==> src/design/dipsc_pkg.sv <==
// Shared types, constants and register indexes for the dual PI speed control block.
// No dependencies; imported by every module of the block.
package dipsc_pkg;

  // Encoder counter width and field widths
  localparam int COUNTER_BITS = 16;
  localparam int DATA_W       = 16;
  localparam int WRAP_W       = 4;
  localparam int IDX_W        = 3;

  // Arithmetic widths, derived from the counter width
  localparam int DELTA_W = COUNTER_BITS + 6;
  localparam int CALC_W  = ((COUNTER_BITS > DATA_W) ? COUNTER_BITS : DATA_W) + 7;
  localparam int ERR_W   = (CALC_W > 32) ? 32 : CALC_W;
  localparam int PROD_W  = ERR_W + 18;
  localparam int ACC_W   = PROD_W + 1;
  localparam int QUO_W   = ACC_W - 8;
  localparam int SUM_W   = QUO_W + 1;

  // Reset values of the configuration registers
  localparam logic [DATA_W-1:0] PROP_GAIN_RST  = 16'd14080;
  localparam logic [DATA_W-1:0] INTEG_GAIN_RST = 16'd768;
  localparam logic [DATA_W-1:0] TARGET_RST     = 16'd0;
  localparam logic [DATA_W-1:0] DUTY_LIMIT_RST = 16'd16800;

  // Configuration register indexes
  typedef enum logic [IDX_W-1:0] {
    REG_PROP_GAIN    = 3'd0,
    REG_INTEG_GAIN   = 3'd1,
    REG_TARGET_RIGHT = 3'd2,
    REG_TARGET_LEFT  = 3'd3,
    REG_DUTY_LIMIT   = 3'd4
  } reg_idx_e;

  // Register file contents
  typedef struct packed {
    logic [DATA_W-1:0] prop_gain;
    logic [DATA_W-1:0] integ_gain;
    logic [DATA_W-1:0] target_right;
    logic [DATA_W-1:0] target_left;
    logic [DATA_W-1:0] duty_limit;
  } cfg_t;

  // Settings one motor lane needs
  typedef struct packed {
    logic [DATA_W-1:0] prop_gain;
    logic [DATA_W-1:0] integ_gain;
    logic [DATA_W-1:0] target;
    logic [DATA_W-1:0] duty_limit;
  } lane_cfg_t;

  // Input request: one sampling tick
  typedef struct packed {
    logic [DATA_W-1:0] capture_right;
    logic              backward_right;
    logic [WRAP_W-1:0] wraps_right;
    logic [DATA_W-1:0] capture_left;
    logic              backward_left;
    logic [WRAP_W-1:0] wraps_left;
    logic              run_enable;
  } in_req_t;

  // Output request: duty values after the tick
  typedef struct packed {
    logic [DATA_W-1:0] duty_right;
    logic [DATA_W-1:0] duty_left;
  } out_req_t;

endpackage

==> src/design/dipsc_cfg.sv <==
// Configuration register file for the dual PI speed control block.
// Depends on dipsc_pkg.
module dipsc_cfg import dipsc_pkg::*; (
  input  logic             clk_i,
  input  logic             rst_ni,
  input  logic             cfg_we_i,
  input  logic [IDX_W-1:0] cfg_idx_i,
  input  logic [DATA_W-1:0] cfg_wdata_i,
  output cfg_t             cfg_o
);

  cfg_t cfg_q, cfg_d;

  // Decode the write; unknown indexes are dropped
  always_comb begin
    cfg_d = cfg_q;
    if (cfg_we_i) begin
      unique case (cfg_idx_i)
        REG_PROP_GAIN:    cfg_d.prop_gain    = cfg_wdata_i;
        REG_INTEG_GAIN:   cfg_d.integ_gain   = cfg_wdata_i;
        REG_TARGET_RIGHT: cfg_d.target_right = cfg_wdata_i;
        REG_TARGET_LEFT:  cfg_d.target_left  = cfg_wdata_i;
        REG_DUTY_LIMIT:   cfg_d.duty_limit   = cfg_wdata_i;
        default:          cfg_d = cfg_q;
      endcase
    end
  end

  always_ff @(posedge clk_i or negedge rst_ni) begin
    if (!rst_ni) begin
      cfg_q.prop_gain    <= PROP_GAIN_RST;
      cfg_q.integ_gain   <= INTEG_GAIN_RST;
      cfg_q.target_right <= TARGET_RST;
      cfg_q.target_left  <= TARGET_RST;
      cfg_q.duty_limit   <= DUTY_LIMIT_RST;
    end else begin
      cfg_q <= cfg_d;
    end
  end

  assign cfg_o = cfg_q;

endmodule

==> config.mk <==
export PLATFORM = sky130hd
export DESIGN_NAME = dipsc_cfg
export DESIGN_NICKNAME = d
export VERILOG_FILES = /design/src/design/dipsc_pkg.sv /design/src/design/dipsc_cfg.sv
export SDC_FILE = /design/constraint.sdc
export NUM_CORES = 1
export LEC_CHECK = 0
export BUFFER_PORTS_ARGS = -buffer_cell sky130_fd_sc_hd__buf_2
export CAP_MARGIN = 5
export CORE_ASPECT_RATIO = 0.5
export CORE_MARGIN = 2
export CORE_UTILIZATION = 45
export DETAILED_ROUTE_END_ITERATION = 12
export GPL_TIMING_DRIVEN = 0
export HOLD_SLACK_MARGIN = 0.1
export PLACE_DENSITY = 0.75
export SLEW_MARGIN = 5
export SYNTH_ARGS = -nofsm -noshare
export SYNTH_HDL_FRONTEND = slang
export SYNTH_SLANG_ARGS = --single-unit
==> constraint.sdc <==
create_clock -name clk_i -period 0.86 [get_ports clk_i]
set_clock_uncertainty 0.15 [all_clocks]
set_input_delay 0.086 -clock clk_i [delete_from_list [all_inputs] [get_ports clk_i]]
set_output_delay 0.086 -clock clk_i [all_outputs]
set_load 0.02 [all_outputs]
==> run metrics <==
Diodes inserted=0; vias per std cell=5.210; Internal Power=10930 uW; sw power=4786 uW; PwrDens=2751 mW/mm^2; RSZ-0062 raised after global routing=yes; Starting Density=46.09%; core footprint=0.006648 sq mm; Highest Clock Rate=0.7880 GHz; Layout Nets=378; max-slew violations=0; Crit path arrival time=1.03 ns; syn_nets=195; Yosys cell types=10; DIE AREA=0.007526 sq mm; Die X=120.7 microns; failing checks=negative hold slack, negative setup slack; Worst Hold Class=input pin to asynchronous set/reset pin; R2R cell count=2; Data required, critical path=0.62 ns; largest net degree at the start of global routing=66; worst-path cell chain=buf_6; dpl ws=-0.8418 ns; combinational group share of total power=37.2%; gr usage total=28.24%; vias in the first global route=2573; register area share after synthesis=65.78%; cell area after placement=0.003988 sq mm; Die Ht=62.35 microns; Final Cell Area=0.005712 sq mm; first-pass GRT wire length=15540 microns; slew margin rel.=78.92%; max incr delay on CP=0.56 ns; CP Class=flop to primary output; DRC=0; slew at the pin closest to its max-slew limit=0.3162 ns; Worst R2R Start=cfg_o[3]; total power=15710 uW; slowest cell on the critical path=dfstp_2; status=finished, violations left; Synth Warn #=0; htree depth=3; Final setup violation count=160; Final Cycle Share=147.6%; CTS clk-pin slew, worst paths=0.06 ns; R2R Path End=cfg_o[3]; Max Cap Viol=0; VDD IR max=2.401 mV; hold slack=-0.5454 ns; Pleak=0.002796 uW; Clk pwr share=27.3%; TritonCTS clock tree=built; port buffer count=101; final setup margin=-0.4091 ns; Final ANT Viol Nets=0; Core Rows=21; initial antenna violation count=0; flops & latches, synth=80; Flop pwr share=35.5%; Mapped Cells=173; number of flip-flops in the largest register=80; io pins=102; Critical path buffers and inverters=1; DRT iter0 DRCs=108; routed len/inst=25.91 microns; clk sink count=80; Total Routed Length=11740 microns; CP max FO=2; fraction of layout cells with a size suffix above 1=81.99%; Overflow after GRT=0; GPL Wtd Cong=0.7430; Mapped Area=0.003064 sq mm; worst reg-to-reg setup slack=-0.26 ns; Area growth, synth to finish=86.40%; Min Clock Period, post-route=1.269 ns; Clock Path Buffers=2; Via Count=2360; Worst-Skew Late Latency=0.33 ns; post-DP HPWL=4562 microns; delay-heaviest family, CP=flip-flops; Hold Vio Cnt, Final=149; router iterations before antenna repair=4; crit path launch type=flop; syn_area_per_cell=17.71 sq um; switching power share of the total=30.46%; clock root cell=clkbuf_16; number of clock buffers inserted by TritonCTS=9; Worst setup EP type=primary output
synth_stat cells:
library cell / count / area, sq um
and4bb_2: 2 / 25.02
buf_2: 2 / 10.01
buf_4: 1 / 7.510
buf_6: 5 / 56.30
dfrtp_1: 69 / 1727
dfstp_2: 11 / 289.0
mux2_2: 80 / 900.9
nand4b_2: 1 / 15.01
nor4b_4: 1 / 23.77
nor4bb_1: 1 / 10.01
logic make-up after synthesis:
kind of cell	synth area share, %
simple gates	2.409
flops	65.78
buf+inv	2.409
mux	29.40
final cells by class:
cell class	instances	area [sq um]
tap	92	115.1
buffer	7	117.6
fill	226	935.9
timing repair buffer	173	1839
clock buffer	13	260.3
clock inverter	3	65.06
sequential	80	2023
multi-input combinational	85	1291
worst max path at each step:
stage | endpoint | depth (start not counted) | startpoint
floorplan | cfg_o[64] | 3 | cfg_idx_i[2]
global placement | cfg_o[19] | 1 | rst_ni
detailed placement | cfg_o[67] | 4 | cfg_idx_i[1]
CTS | cfg_o[72] | 1 | cfg_o[72]
global route | cfg_o[57] | 1 | cfg_o[57]
finish | cfg_o[57] | 1 | cfg_o[57]
per-layer routing:
layer | vias up | global-route usage (%) | wire length (microns)
li1 | 980 | - | -
met1 | 1239 | 35.12 | 4851
met2 | 112 | 47.46 | 5887
met3 | 29 | 7.445 | 596
met4 | 0 | 11.05 | 403
met5 | - | 0 | 0
power by group through the flow:
stage	combinational, uW	sequential, uW	clock [uW]
after floorplan	1170	6220	0
after global placement	3390	5160	0
after detailed placement	3490	5180	0
after CTS	5100	5330	4180
after global routing	6050	5620	4450
final	5850	5570	4290
cells in the final DEF (no fill, tap or decap):
master / count
bufinv_16: 2
buf_2: 16
dfrtp_1: 63
nand4b_4: 1
buf_8: 8
buf_12: 12
clkbuf_16: 10
dfrtp_2: 6
buf_6: 106
buf_16: 1
clkbuf_8: 2
mux2_2: 2
mux2_4: 78
and4bb_2: 2
clkbuf_1: 2
nor4b_4: 1
clkinv_2: 1
dfstp_2: 11
nor4bb_4: 1
buf_4: 36
per-stage QoR:
stage          util, %  cells  setup TNS, ns
2_1_floorplan        -    173         -23.95
3_3_place_gp     59.53    366        -113.57
3_5_place_dp     59.98    367         -46.38
4_1_cts          82.29    432         -33.39
5_1_grt          85.92    453         -40.97
6_report         85.92    453         -38.64
repair_timing:
action | CTS | global route
cloned | 4 | 1
resized for setup | 205 | 35
endpoints found under the hold margin | 160 | 149
pin swaps | 4 | 3
endpoints found under the setup margin | 160 | 160
buffers inserted | 45 | 26
Note: power is estimated with default switching activity, not from simulation.
