`src/design/dipsc_pkg.sv`:
```
// Shared types, constants and register indexes for the dual PI speed control block.
// No dependencies; imported by every module of the block.
package dipsc_pkg;

  // Encoder counter width and field widths
  localparam int COUNTER_BITS = 16;
  localparam int DATA_W       = 16;
  localparam int WRAP_W       = 4;
  localparam int IDX_W        = 3;

  // Arithmetic widths, derived from the counter width
  localparam int DELTA_W = COUNTER_BITS + 6;
  localparam int CALC_W  = ((COUNTER_BITS > DATA_W) ? COUNTER_BITS : DATA_W) + 7;
  localparam int ERR_W   = (CALC_W > 32) ? 32 : CALC_W;
  localparam int PROD_W  = ERR_W + 18;
  localparam int ACC_W   = PROD_W + 1;
  localparam int QUO_W   = ACC_W - 8;
  localparam int SUM_W   = QUO_W + 1;

  // Reset values of the configuration registers
  localparam logic [DATA_W-1:0] PROP_GAIN_RST  = 16'd14080;
  localparam logic [DATA_W-1:0] INTEG_GAIN_RST = 16'd768;
  localparam logic [DATA_W-1:0] TARGET_RST     = 16'd0;
  localparam logic [DATA_W-1:0] DUTY_LIMIT_RST = 16'd16800;

  // Configuration register indexes
  typedef enum logic [IDX_W-1:0] {
    REG_PROP_GAIN    = 3'd0,
    REG_INTEG_GAIN   = 3'd1,
    REG_TARGET_RIGHT = 3'd2,
    REG_TARGET_LEFT  = 3'd3,
    REG_DUTY_LIMIT   = 3'd4
  } reg_idx_e;

  // Register file contents
  typedef struct packed {
    logic [DATA_W-1:0] prop_gain;
    logic [DATA_W-1:0] integ_gain;
    logic [DATA_W-1:0] target_right;
    logic [DATA_W-1:0] target_left;
    logic [DATA_W-1:0] duty_limit;
  } cfg_t;

  // Settings one motor lane needs
  typedef struct packed {
    logic [DATA_W-1:0] prop_gain;
    logic [DATA_W-1:0] integ_gain;
    logic [DATA_W-1:0] target;
    logic [DATA_W-1:0] duty_limit;
  } lane_cfg_t;

  // Input request: one sampling tick
  typedef struct packed {
    logic [DATA_W-1:0] capture_right;
    logic              backward_right;
    logic [WRAP_W-1:0] wraps_right;
    logic [DATA_W-1:0] capture_left;
    logic              backward_left;
    logic [WRAP_W-1:0] wraps_left;
    logic              run_enable;
  } in_req_t;

  // Output request: duty values after the tick
  typedef struct packed {
    logic [DATA_W-1:0] duty_right;
    logic [DATA_W-1:0] duty_left;
  } out_req_t;

endpackage

```
`src/design/dipsc_lane.sv`:
```
// One motor lane: count delta, incremental PI update and duty clamp, with its state.
// Depends on dipsc_pkg.
module dipsc_lane import dipsc_pkg::*; (
  input  logic              clk_i,
  input  logic              rst_ni,
  input  logic              fire_i,
  input  logic [DATA_W-1:0] capture_i,
  input  logic              backward_i,
  input  logic [WRAP_W-1:0] wraps_i,
  input  logic              run_i,
  input  lane_cfg_t         cfg_i,
  output logic [DATA_W-1:0] duty_o
);

  logic [COUNTER_BITS-1:0] prev_capture_q;
  logic signed [ERR_W-1:0] prev_error_q, prev_error_d;
  logic [DATA_W-1:0]       duty_q, duty_d;

  logic [COUNTER_BITS-1:0]      cur;
  logic signed [DELTA_W-1:0]    cur_s, last_s, wrap_s, delta;
  logic signed [CALC_W-1:0]     err_raw;
  logic [CALC_W-ERR_W:0]        err_top;
  logic signed [ERR_W-1:0]      err;
  logic signed [ERR_W:0]        err_diff;
  logic signed [PROD_W-1:0]     prod_p, prod_i;
  logic signed [ACC_W-1:0]      acc, acc_adj;
  logic signed [QUO_W-1:0]      quo;
  logic signed [SUM_W-1:0]      sum;

  // Count delta since the last tick, wraps weighted by the largest counter value
  always_comb begin
    cur    = COUNTER_BITS'(capture_i);
    cur_s  = $signed(DELTA_W'(cur));
    last_s = $signed(DELTA_W'(prev_capture_q));
    wrap_s = $signed(DELTA_W'({wraps_i, {COUNTER_BITS{1'b0}}}) - DELTA_W'(wraps_i));
    delta  = (backward_i ? (last_s - cur_s) : (cur_s - last_s)) + wrap_s;
  end

  // Speed error, saturated to the error register range
  always_comb begin
    err_raw = $signed({{(CALC_W-DATA_W){1'b0}}, cfg_i.target})
            - $signed({{(CALC_W-DELTA_W){delta[DELTA_W-1]}}, delta});
    err_top = err_raw[CALC_W-1:ERR_W-1];
    if (err_top == '0 || err_top == '1) begin
      err = err_raw[ERR_W-1:0];
    end else if (err_raw[CALC_W-1]) begin
      err = {1'b1, {(ERR_W-1){1'b0}}};
    end else begin
      err = {1'b0, {(ERR_W-1){1'b1}}};
    end
  end

  // Incremental PI: Q8.8 gains, quotient truncated toward zero
  always_comb begin
    err_diff = $signed({err[ERR_W-1], err}) - $signed({prev_error_q[ERR_W-1], prev_error_q});
    prod_p   = $signed({1'b0, cfg_i.prop_gain}) * err_diff;
    prod_i   = $signed({1'b0, cfg_i.integ_gain}) * err;
    acc      = $signed({prod_p[PROD_W-1], prod_p}) + $signed({prod_i[PROD_W-1], prod_i});
    acc_adj  = acc + (acc[ACC_W-1] ? $signed(ACC_W'(255)) : $signed(ACC_W'(0)));
    quo      = acc_adj[ACC_W-1:8];
    sum      = $signed(SUM_W'(duty_q)) + $signed({quo[QUO_W-1], quo});
  end

  // Clamp and state update selection
  always_comb begin
    duty_d       = duty_q;
    prev_error_d = prev_error_q;
    if (run_i) begin
      prev_error_d = err;
      if (sum[SUM_W-1]) begin
        duty_d = '0;
      end else if (sum > $signed(SUM_W'(cfg_i.duty_limit))) begin
        duty_d = cfg_i.duty_limit;
      end else begin
        duty_d = sum[DATA_W-1:0];
      end
    end
  end

  always_ff @(posedge clk_i or negedge rst_ni) begin
    if (!rst_ni) begin
      prev_capture_q <= '0;
      prev_error_q   <= '0;
      duty_q         <= '0;
    end else if (fire_i) begin
      prev_capture_q <= cur;
      prev_error_q   <= prev_error_d;
      duty_q         <= duty_d;
    end
  end

  assign duty_o = duty_d;

endmodule

```
`config.mk`:
```
export PLATFORM = sky130hd
export DESIGN_NAME = dipsc_lane
export DESIGN_NICKNAME = d
export VERILOG_FILES = /design/src/design/dipsc_pkg.sv /design/src/design/dipsc_lane.sv
export SDC_FILE = /design/constraint.sdc
export NUM_CORES = 2
export LEC_CHECK = 0
export ABC_CLOCK_PERIOD_IN_PS = 22900
export BUFFER_PORTS_ARGS = -buffer_cell sky130_fd_sc_hd__clkbuf_2
export CORE_MARGIN = 2
export CORE_UTILIZATION = 60
export DETAILED_ROUTE_END_ITERATION = 8
export HOLD_SLACK_MARGIN = 0.15
export PLACE_DENSITY = 0.86
export SLEW_MARGIN = 5
export SYNTH_ARGS = -nofsm -noshare
export SYNTH_HDL_FRONTEND = slang
export SYNTH_SLANG_ARGS = --single-unit
```
`constraint.sdc`:
```
create_clock -name clk_i -period 22.9 [get_ports clk_i]
set_input_delay 2.29 -clock clk_i [delete_from_list [all_inputs] [get_ports clk_i]]
set_output_delay 2.29 -clock clk_i [all_outputs]
set_load 0.02 [all_outputs]
```
==> out/results.ini <==
[worst_hold_path]
min_from=prev_error_q[0]
hold_path_class=flip-flop to flip-flop
min_delay_path_depth=2
min_to=prev_error_q[0]

[routing]
vias_per_cell=5.82
num_vias=29000
drcViolationCount=0
drt-total-wl_um=95400
drt_first_pass_iters=7
routedWlPerCell_um=19.1
first_iter_violations=2406
postRouteAntennaNets=0

[timing]
max_freq_mhz=44.3
setup_viol=0
finalWorstSetupSlack_ns=0.331
min_period_ns=22.57
slew_headroom_pct=25.2
tns_ns=0
fin_worst_skew_ns=0.0142
worst_pin_slew_ns=1.12
hold_viol=0
post-route-period-util_pct=98.6
drv_slew=0

[global_route]
antenna_found_initial=1
grt_overflow=0
grt_max_degree=56
grt_pass1_wl_um=155000
gr-usage-all-layers_pct=30.7
grt_pass1_vias=31100

[logic_synthesis]
synth_top_area_cell=fa_1
synthFlopType=dfrtp_1
synth-edff-count=0
yosysMostFrequentCell=inv_1
syn_area_per_cell_um2=8.89
synth_top_area_share_pct=45.2
synth_cell_types=94
netlist_area_um2=36600
synthArstFlopShare_pct=100
ys_warn_count=0
yosys-top-cells-area=fa_1 (45%), ha_1 (10%), inv_1 (9.8%), and2_1 (6.2%), nand2_1 (5.2%)
synth_fp_nets=5335
synth_common_cells=inv_1 (954), fa_1 (828), nand2_1 (508), and2_1 (364), ha_1 (296)
syn_inst=4122
ys_seq_area_share_pct=3.76
synth.ff_latch_count=55

[final_layout]
fin_cells=4987
multi_input_area_um2=32000
fill_cells=4372
final_core_util_pct=65.7
syn_to_final_growth_pct=8.17
diodes=0
final_nets=5417
regArea_um2=1380
drive_above_1_share_pct=10.4

[setup_path]
cp_slowest_stage_delay_ns=0.60
r2r-start=prev_capture_q[0]
worstSetupStartpointType=primary input
r2r_cells=89
cp_max_fo=8
cp_slowest_cell=fa_2
regToRegSetupSlack_ns=4.61
end_kind=output pin
r2r-end=duty_q[5]
crit_type=primary input to output pin
cp_common_cell=fa_1
arrival_ns=20.28
critical_path_required_ns=20.61

[run_status]
status=complete, no violations

[placed_design]
dpl.hpwl_um=79500
dp_cells=4937
place_congestion=0.951
dp_slack_ns=-0.482
portBuffers=104

[clock_tree]
hold_buffers=0
clock-sinks=55
cts-root-buf=clkbuf_16
cts_made_buffers=5
tritoncts=done
cts_buffer_depth=2
clkLatencyLatePin_ns=0.34
clkTransAtPathRegs_ns=0.09
htree_levels=2

[floorplanning]
ios=105
fp.dieW_um=251
fp-row-count=90
die_h_um=251
die_area_um2=63100
start_util_pct=60.7
coreArea_um2=60400

[job]
cap_violations=0

-- layout make-up --
| cell class | count | share of cell area (%) |
|---|---|---|
| clock buffer | 5 | 0.316 |
| multi-input combinational | 2960 | 80.8 |
| tap | 782 | 2.47 |
| inverter | 955 | 9.05 |
| timing repair buffer | 227 | 3.86 |
| clock inverter | 3 | 0.0694 |
| sequential | 55 | 3.47 |
-- through the flow --
step	area [µm²]	hold slack (ns)
2_1_floorplan	36600	0.449
3_3_place_gp	38200	0.467
3_5_place_dp	38200	0.482
4_1_cts	38400	0.504
5_1_grt	39600	0.529
6_report	39600	0.503
-- cell families after synthesis --
kind of cell             Yosys count  share of synthesized area [%]
flip-flops                        55                           3.76
AND/OR/NAND/NOR                 1209                           16.7
multiplexers                      45                           1.31
buffers and inverters           1108                           11.5
XOR/XNOR                         136                           3.25
other                              1                         0.0102
AO/OA/AOI/OAI                    443                           8.16
adder cells (fa/ha/maj)         1125                           55.4
-- registers in the layout, summed over array words and instances, names as in the netlist --
| register | cells |
|---|---|
| prev_capture_q | 16 |
| duty_q | 16 |
| prev_error_q | 23 |
-- worst max-delay path: cells and delay by family --
kind / cells / cell delay [ns]
fa+ha+maj: 16 / 6.86
compound gates: 28 / 5.29
simple gates: 29 / 3.57
buf+inv: 12 / 1.49
xor+xnor: 4 / 0.52
mux: 1 / 0.25
-- what timing repair did --
item / in CTS / in global routing
gates cloned: 0 / 2
gates resized for setup: 23 / 179
pin swaps: 4 / 92
endpoints found under the setup margin: 16 / 16
buffers inserted: 2 / 38
-- layout by cell type (no fill, tap or decap), types with 25 or more instances in the layout --
cell / count
a21o_1: 45
a21oi_1: 109
and2_1: 359
buf_4: 115
clkbuf_2: 97
dfrtp_1: 55
fa_1: 820
ha_1: 277
inv_1: 948
nand2_1: 502
nand3_1: 38
nor2_1: 76
nor2b_1: 42
nor3_1: 38
o21a_1: 25
o21ai_0: 55
o31ai_1: 39
xnor2_1: 78
xor2_1: 40
-- how the worst max path moves through the flow --
stage	from	slack [ns]	endpoint	cells after the start
2_1_floorplan	backward_i	0.19	duty_o[11]	85
3_3_place_gp	capture_i[0]	0.11	duty_o[15]	85
3_5_place_dp	capture_i[0]	-0.48	duty_o[7]	89
4_1_cts	capture_i[0]	0.04	duty_o[7]	89
5_1_grt	capture_i[0]	-0.59	duty_o[5]	93
6_report	capture_i[0]	0.33	duty_o[14]	90
-- per-layer routing --
metal  up-vias  routed length [µm]  GRT usage (%)
met5         -                  14              0
met4         2                3180           9.68
met3       299                9570           7.30
met2      1542               47600           52.2
met1     14500               35000           38.9
li1      12700                   -              -
Power is left out: the tool's default activity adds up to more than one toggle a clock period on the data nets, which glitch-free logic cannot reach.
